==> config.mk <==
export PLATFORM = sky130hd
export DESIGN_NAME = blpm_ram
export DESIGN_NICKNAME = d
export VERILOG_FILES = /design/src/rtl/blpm_ram.sv
export SDC_FILE = /design/constraint.sdc
export NUM_CORES = 1
export LEC_CHECK = 0
export BUFFER_PORTS_ARGS = -buffer_cell sky130_fd_sc_hd__buf_2
export CORE_MARGIN = 2
export CORE_UTILIZATION = 47
export DETAILED_ROUTE_END_ITERATION = 10
export GPL_TIMING_DRIVEN = 1
export SYNTH_ARGS = -nofsm -noshare
export SYNTH_HDL_FRONTEND = slang
export SYNTH_SLANG_ARGS = --single-unit
==> constraint.sdc <==
create_clock -name clk -period 4.55 [get_ports clk]
set_clock_uncertainty 0.05 [all_clocks]
set_input_delay 0.91 -clock clk [delete_from_list [all_inputs] [get_ports clk]]
set_output_delay 0.91 -clock clk [all_outputs]
set_load 0.005 [all_outputs]
==> src/rtl/blpm_ram.sv <==
// ----------------------------------------------------------------------------
// blpm_ram
// Simple dual port synchronous ram, one write and one registered read port.
// ----------------------------------------------------------------------------
`timescale 1ns / 1ps

module blpm_ram #(
  parameter int WIDTH = 8,
  parameter int DEPTH = 64
) (
  input  logic                     clk,
  input  logic                     we,
  input  logic [$clog2(DEPTH)-1:0] wa,
  input  logic [WIDTH-1:0]         wd,
  input  logic [$clog2(DEPTH)-1:0] ra,
  output logic [WIDTH-1:0]         rd
);

  logic [WIDTH-1:0] mem [DEPTH];

  // write port
  always_ff @(posedge clk) begin
    if (we) begin
      mem[wa] <= wd;
    end
  end

  // read port, registered
  always_ff @(posedge clk) begin
    rd <= mem[ra];
  end

endmodule

==> reports/metrics.cfg, run 1 <==
[setup_path]
crit_arrival_ps = 3370
worst-r2r-cell-count = 4
path_class = in -> reg
cp_top_family = compound AO/OA/AOI/OAI gates
crit_cells = 6
crit_chain = buf_4 > buf_12 > mux4_2 > mux2_2 > a221oi_1 > o2bb2ai_1
path_max_fanout = 32
critPathBufInv = 2
worstSetupStartpointType = input port
max_stage_delay_ps = 730
crit_path_end_kind = flop
crit_slowest_cell = a221oi_1
cp.required_ps = 4940

[flow_run]
max-cap-violations = 0

[grt]
grt_pass1_vias = 9735
antenna_found_initial = 2
overflow = 0
grt_max_degree = 65
grt_usage_pct = 20.7
grt_pass1_wl_um = 66000

[cts]
ctsLongestPathBuffers = 3
post_cts_resized = 0
postCtsSetupBuffers = 0
numCtsBuffers = 51
clock_sinks = 520
cts_tree = done
clkSlewWorstSetupHoldPaths_ps = 60
clk_latency_ps = 590
h-tree-depth = 2
cts-root-buf = clkbuf_16
cts_hold_buf = 0

[floorplanning]
dieArea_um2 = 44600
start_util_pct = 47.9
core-area_um2 = 42100
rows = 75
die_h_um = 211
pin_count = 30
die_w_um = 211

[placed_design]
place_area_um2 = 20900
hpwl_um = 27300
gp_congestion = 0.769
portBuffers = 29
pre_cts_slack_ps = 975

[cells_and_area]
nets = 1020
stdcell_area_um2 = 22600
final_common_cell = edfxtp_1
drive_above_1_share_pct = 26.0
area_growth_pct = 12.0
mostFrequentLayoutCells = edfxtp_1 (512), mux4_2 (126), nor2_1 (83)
antenna_cells = 0

[routing]
drt-initial-drc-count = 1190
wirelength_um = 44700
avgRoutedWirePerCell_um = 28.3
antenna_left = 0
routed_via_density = 6.02
vias = 9510
first_pass_iters = 5
drc = 0

[logic_synthesis]
synth_mux_area_share_pct = 15.9
yosysWarningCount = 0
synthXorXnorAreaFrac_pct = 0
synth_compound_area_share_pct = 2.07
synth.cell_area_um2 = 20200
synth-simple-area-share_pct = 3.39
synth_top_family_by_area = multiplexers
ys_ff_latch = 520
syn_avg_cell_area_um2 = 21.5
synth_seq_area_share_pct = 77.0
synthAdderAreaFrac_pct = 0
yosysUniqueCellTypes = 40
syn-num-nets = 962
synthCells = 940

[sta]
post-route-period-util_pct = 65.5
final.setup.tns_ps = 0
grt_setup_unrepaired = no
fmax_ghz = 0.335
period_needed_ps = 2980
hold_viol = 0
relSlewSlack_pct = 19.2
worst_slew_pin_slew_ps = 1210
worst_slack_ps = 1570
setup_viol = 0
maxSlewViolCount = 0

[power_and_ir_drop]
ir_drop_v = 0.000263
power_density_nw_per_um2 = 444
report.power.total_uw = 10000
p_leak_uw = 0.00703

[min_path]
hold_class = in -> reg
min_path_cells = 3

[run_status]
status = completed

[tightest hold or removal path: cells and delay by family]
kind	cells	cell delay, ps
compound gates	1	60
buf+inv	1	230
simple gates	1	110
[path summary, 6_finish.rpt]
| kind | slack, ps | startpoint | end |
|---|---|---|---|
| setup / recovery | 1570 | ra[1] | rd[1] |
| hold / removal | 730 | ra[5] | rd[0] |
| hold reg to reg | 770 | mem[31][6] | rd[6] |
| setup reg to reg | 2330 | mem[40][1] | rd[1] |
[per-layer routing]
layer	wire length, µm	up-vias	track usage, %
met3	2990	69	3.82
met2	21300	362	32.8
met5	14	-	0
met1	19400	5031	29.9
met4	1000	2	5.54
li1	-	4046	-
[layout make-up]
cell class,count,area [µm²]
clock buffers,67,1390
clock inverters,28,285
fillers,3161,19500
multi-input cells,369,4320
flip-flops and latches,520,15500
well taps,539,674
repair buffers,56,387
[registers in the layout, summed over array words and instances (netlist names)]
| register | flops |
|---|---|
| rd | 8 |
| mem | 512 |
[per-stage QoR]
stage	std cells	hold WS, ps	utilization [%]
2_1_floorplan	940	668	-
3_3_place_gp	1484	751	49.6
3_5_place_dp	1484	757	49.6
4_1_cts	1579	698	53.6
5_1_grt	1579	730	53.6
6_report	1579	735	53.6
[cells in the mapped netlist (all sizes together)]
cell type	n	area share, %
o21ai	4	0.099
a221oi	6	0.26
o2bb2ai	3	0.13
edfxtp	512	76
mux2	13	0.73
o221a	2	0.11
nand4b	1	0.043
o2111ai	3	0.13
or3	1	0.031
o22ai	8	0.25
dfxtp	8	0.79
nand2	19	0.35
nand2b	7	0.22
o311ai	1	0.043
nor3	7	0.17
mux4	126	14
o221ai	8	0.35
nor4	2	0.062
a31oi	1	0.031
nand4	2	0.062
o21a	2	0.074
and2	1	0.031
a2111oi	2	0.087
buf	34	1.3
a21oi	3	0.074
o32ai	2	0.087
mux2i	23	1.1
nand3b	3	0.11
a211oi	4	0.15
nor2	83	1.5
clkbuf	17	0.32
nand3	13	0.32
a22oi	3	0.11
nor2b	14	0.43
o41ai	2	0.087
[cells by family after synthesis]
logic type,Yosys count
buf+inv,51
simple gates,153
compound gates,54
flops,520
mux,162
[power breakdown]
part           internal [µW]  total [µW]  leakage (µW)  switching (µW)
clock network           2490        4230      0.000822            1740
logic                    184         483       0.00154             300
registers               5300        5320       0.00467            17.4
total                   7970       10000       0.00703            2060
(Power assumes the default switching activity.)
==> run 2: changes to the inputs <==
==> constraint.sdc (replaced) <==
create_clock -name clk -period 3.12 [get_ports clk]
set_clock_uncertainty 0.05 [all_clocks]
set_input_delay 0.624 -clock clk [delete_from_list [all_inputs] [get_ports clk]]
set_output_delay 0.624 -clock clk [all_outputs]
set_load 0.005 [all_outputs]
==> reports/metrics.cfg, run 2 (synthesis results as in run 1) <==
[setup_path]
r2r_end = rd[4]  ; was rd[1]
max_stage_delay_ps = 560  ; was 730 ps
worst-r2r-cell-count = 5  ; was 4
crit_chain = clkbuf_8 > mux4_2 > mux2_2 > o221a_2 > nor3_1 > o32ai_1  ; was buf_4 > buf_12 > mux4_2 > mux2_2 > a221oi_1 > o2bb2ai_1
crit_slowest_cell = nor3_1  ; was a221oi_1
critPathBufInv = 1  ; was 2
crit_path_end_kind = flop  ; unchanged
worstSetupStartpointType = input port  ; unchanged
path_class = in -> reg  ; unchanged
path_max_fanout = 18  ; was 32
cp_top_family = multiplexers  ; was compound AO/OA/AOI/OAI gates
r2r_slack_ps = 770  ; was 2330 ps
cp.required_ps = 3500  ; was 4940 ps
crit_arrival_ps = 2800  ; was 3370 ps
r2r_start = mem[21][4]  ; was mem[40][1]

[cts]
clock_sinks = 520  ; unchanged
clk_latency_ps = 580  ; was 590 ps
ctsLongestPathBuffers = 3  ; unchanged
post_cts_resized = 0  ; unchanged
cts_tree = done  ; unchanged
h-tree-depth = 2  ; unchanged
numCtsBuffers = 51  ; unchanged
postCtsSetupBuffers = 0  ; unchanged
clkSlewWorstSetupHoldPaths_ps = 60  ; about the same
cts-root-buf = clkbuf_16  ; unchanged
cts_hold_buf = 0  ; unchanged

[power_and_ir_drop]
switching_share_pct = 20.3  ; was 20.5%
p_sw_uw = 2950  ; was 2060 µW
p_leak_uw = 0.00748  ; was 0.00703 µW
power_density_nw_per_um2 = 626  ; was 444 nW/µm²
power.share.combinational_pct = 5.2  ; was 4.8%
pwr-share-seq_pct = 53.3  ; was 53.0%
clkPwrFrac_pct = 41.5  ; was 42.1%
ir_drop_v = 0.000445  ; was 0.000263 V
p_int_uw = 11600  ; was 7970 µW

[routing]
drc = 0  ; unchanged
avgRoutedWirePerCell_um = 28.0  ; was 28.3 µm
drt-initial-drc-count = 1071  ; was 1190
vias = 9953  ; was 9510
antenna_left = 0  ; unchanged
first_pass_iters = 6  ; was 5
routed_via_density = 6.00  ; was 6.02
wirelength_um = 46400  ; was 44700 µm

[sta]
fin_hold_ws_ps = 371  ; was 735 ps
final.setup.tns_ps = 0  ; unchanged
fmax_ghz = 0.414
worst_slew_pin_slew_ps = 826  ; was 1210 ps
setup_viol = 0  ; unchanged
hold_viol = 0  ; unchanged
post-route-period-util_pct = 77.4
period_needed_ps = 2420
relSlewSlack_pct = 44.9  ; was 19.2%
grt_setup_unrepaired = no  ; unchanged
maxSlewViolCount = 0  ; unchanged

[min_path]
hold_start = wd[5]  ; was ra[5]
whs_endpoint = mem[51][5]  ; was rd[0]
hold_class = in -> reg  ; unchanged
min_path_cells = 1  ; was 3

[grt]
grt_pass1_vias = 10000  ; was 9735
overflow = 0  ; unchanged
grt_pass1_wl_um = 68900  ; was 66000 µm
antenna_found_initial = 3  ; was 2
grt_max_degree = 65  ; unchanged
grt_usage_pct = 21.7  ; was 20.7%

[floorplanning]
rows = 75  ; unchanged
die_w_um = 211  ; unchanged
core-area_um2 = 42100  ; unchanged
dieArea_um2 = 44600  ; unchanged
die_h_um = 211  ; unchanged
start_util_pct = 47.9  ; unchanged
pin_count = 30  ; unchanged

[placed_design]
gp_congestion = 0.804  ; was 0.769
portBuffers = 29  ; unchanged
hpwl_um = 29900  ; was 27300 µm

[cells_and_area]
largest_register_ff_count = 512  ; unchanged
regMostFlops = mem  ; unchanged
mostFrequentLayoutCells = edfxtp_1 (512), mux4_2 (126), buf_4 (106)  ; was edfxtp_1 (512), mux4_2 (126), nor2_1 (83)
area_growth_pct = 15.4  ; was 12.0%
reg_top3 = mem (512), rd (8)  ; unchanged
nets = 1106  ; was 1020
drive_above_1_share_pct = 31.1  ; was 26.0%
final_common_cell = edfxtp_1  ; unchanged
nFillCells = 3137  ; was 3161

[run_status]
status = completed  ; unchanged

[flow_run]
max-cap-violations = 0  ; unchanged

[run 2: changes by cell type in the layout (fill, tap and decap cells not counted)]
cell,delta
buf_12,+7
diode_2,+1
clkinv_2,-6
buf_4,+79
inv_6,-1
clkinv_1,+2
clkbuf_1,-1
clkbuf_8,-1
[run 2: area by class of cell]
class / instances / area [µm²] / area share (%)
Antenna cell: 1 / 2.50 / 0.0108
Clock inverter: 23 / 254 / 1.09
Clock buffer: 65 / 1370 / 5.89
Sequential cell: 520 / 15500 / 66.8
Tap cell: 539 / 674 / 2.90
Multi-Input combinational cell: 369 / 4320 / 18.5
Timing Repair Buffer: 142 / 1120 / 4.81
[run 2: how the worst max path moves through the flow]
stage,start,slack [ps],depth (start not counted),to
floorplan,ra[1],780,7,rd[3]
global placement,ra[0],130,6,rd[4]
detailed placement,ra[0],100,8,rd[4]
CTS,ra[0],720,8,rd[4]
global route,ra[1],730,7,rd[4]
finish,ra[0],700,6,rd[4]
[run 2: metrics by stage]
step	std cells	utilization, %	area [µm²]	setup WS [ps]	power (µW)
finish	1659	55.2	23300	705	14600
global route	1658	55.2	23300	726	15000
CTS	1658	55.2	23300	717	14700
detailed placement	1570	51.4	21600	101	8670
global placement	1570	51.4	21600	134	8660
floorplan	940	-	20200	778	8300
[run 2: power groups by stage]
stage,clock [µW],combinational [µW],sequential [µW]
5_1_grt,6420,812,7760
4_1_cts,6150,767,7760
3_3_place_gp,0,758,7910
3_5_place_dp,0,766,7910
6_report,6040,758,7760
2_1_floorplan,0,412,7890
[run 2: worst reg2reg max path, delay by kind of cell, from the launching register on]
family | cells | cell delay (ps)
multiplexers | 2 | 750
AND/OR/NAND/NOR | 1 | 570
flip-flops | 1 | 370
AO/OA/AOI/OAI | 2 | 460
[run 2: layer usage]
| metal | vias up | GRT usage, % | part of all wire [%] |
|---|---|---|---|
| met4 | 4 | 7.31 | 3.2 |
| met2 | 361 | 33.5 | 47 |
| li1 | 4212 | - | - |
| met3 | 84 | 4.79 | 6.6 |
| met1 | 5292 | 31.1 | 43 |
| met5 | - | 0 | 0.058 |
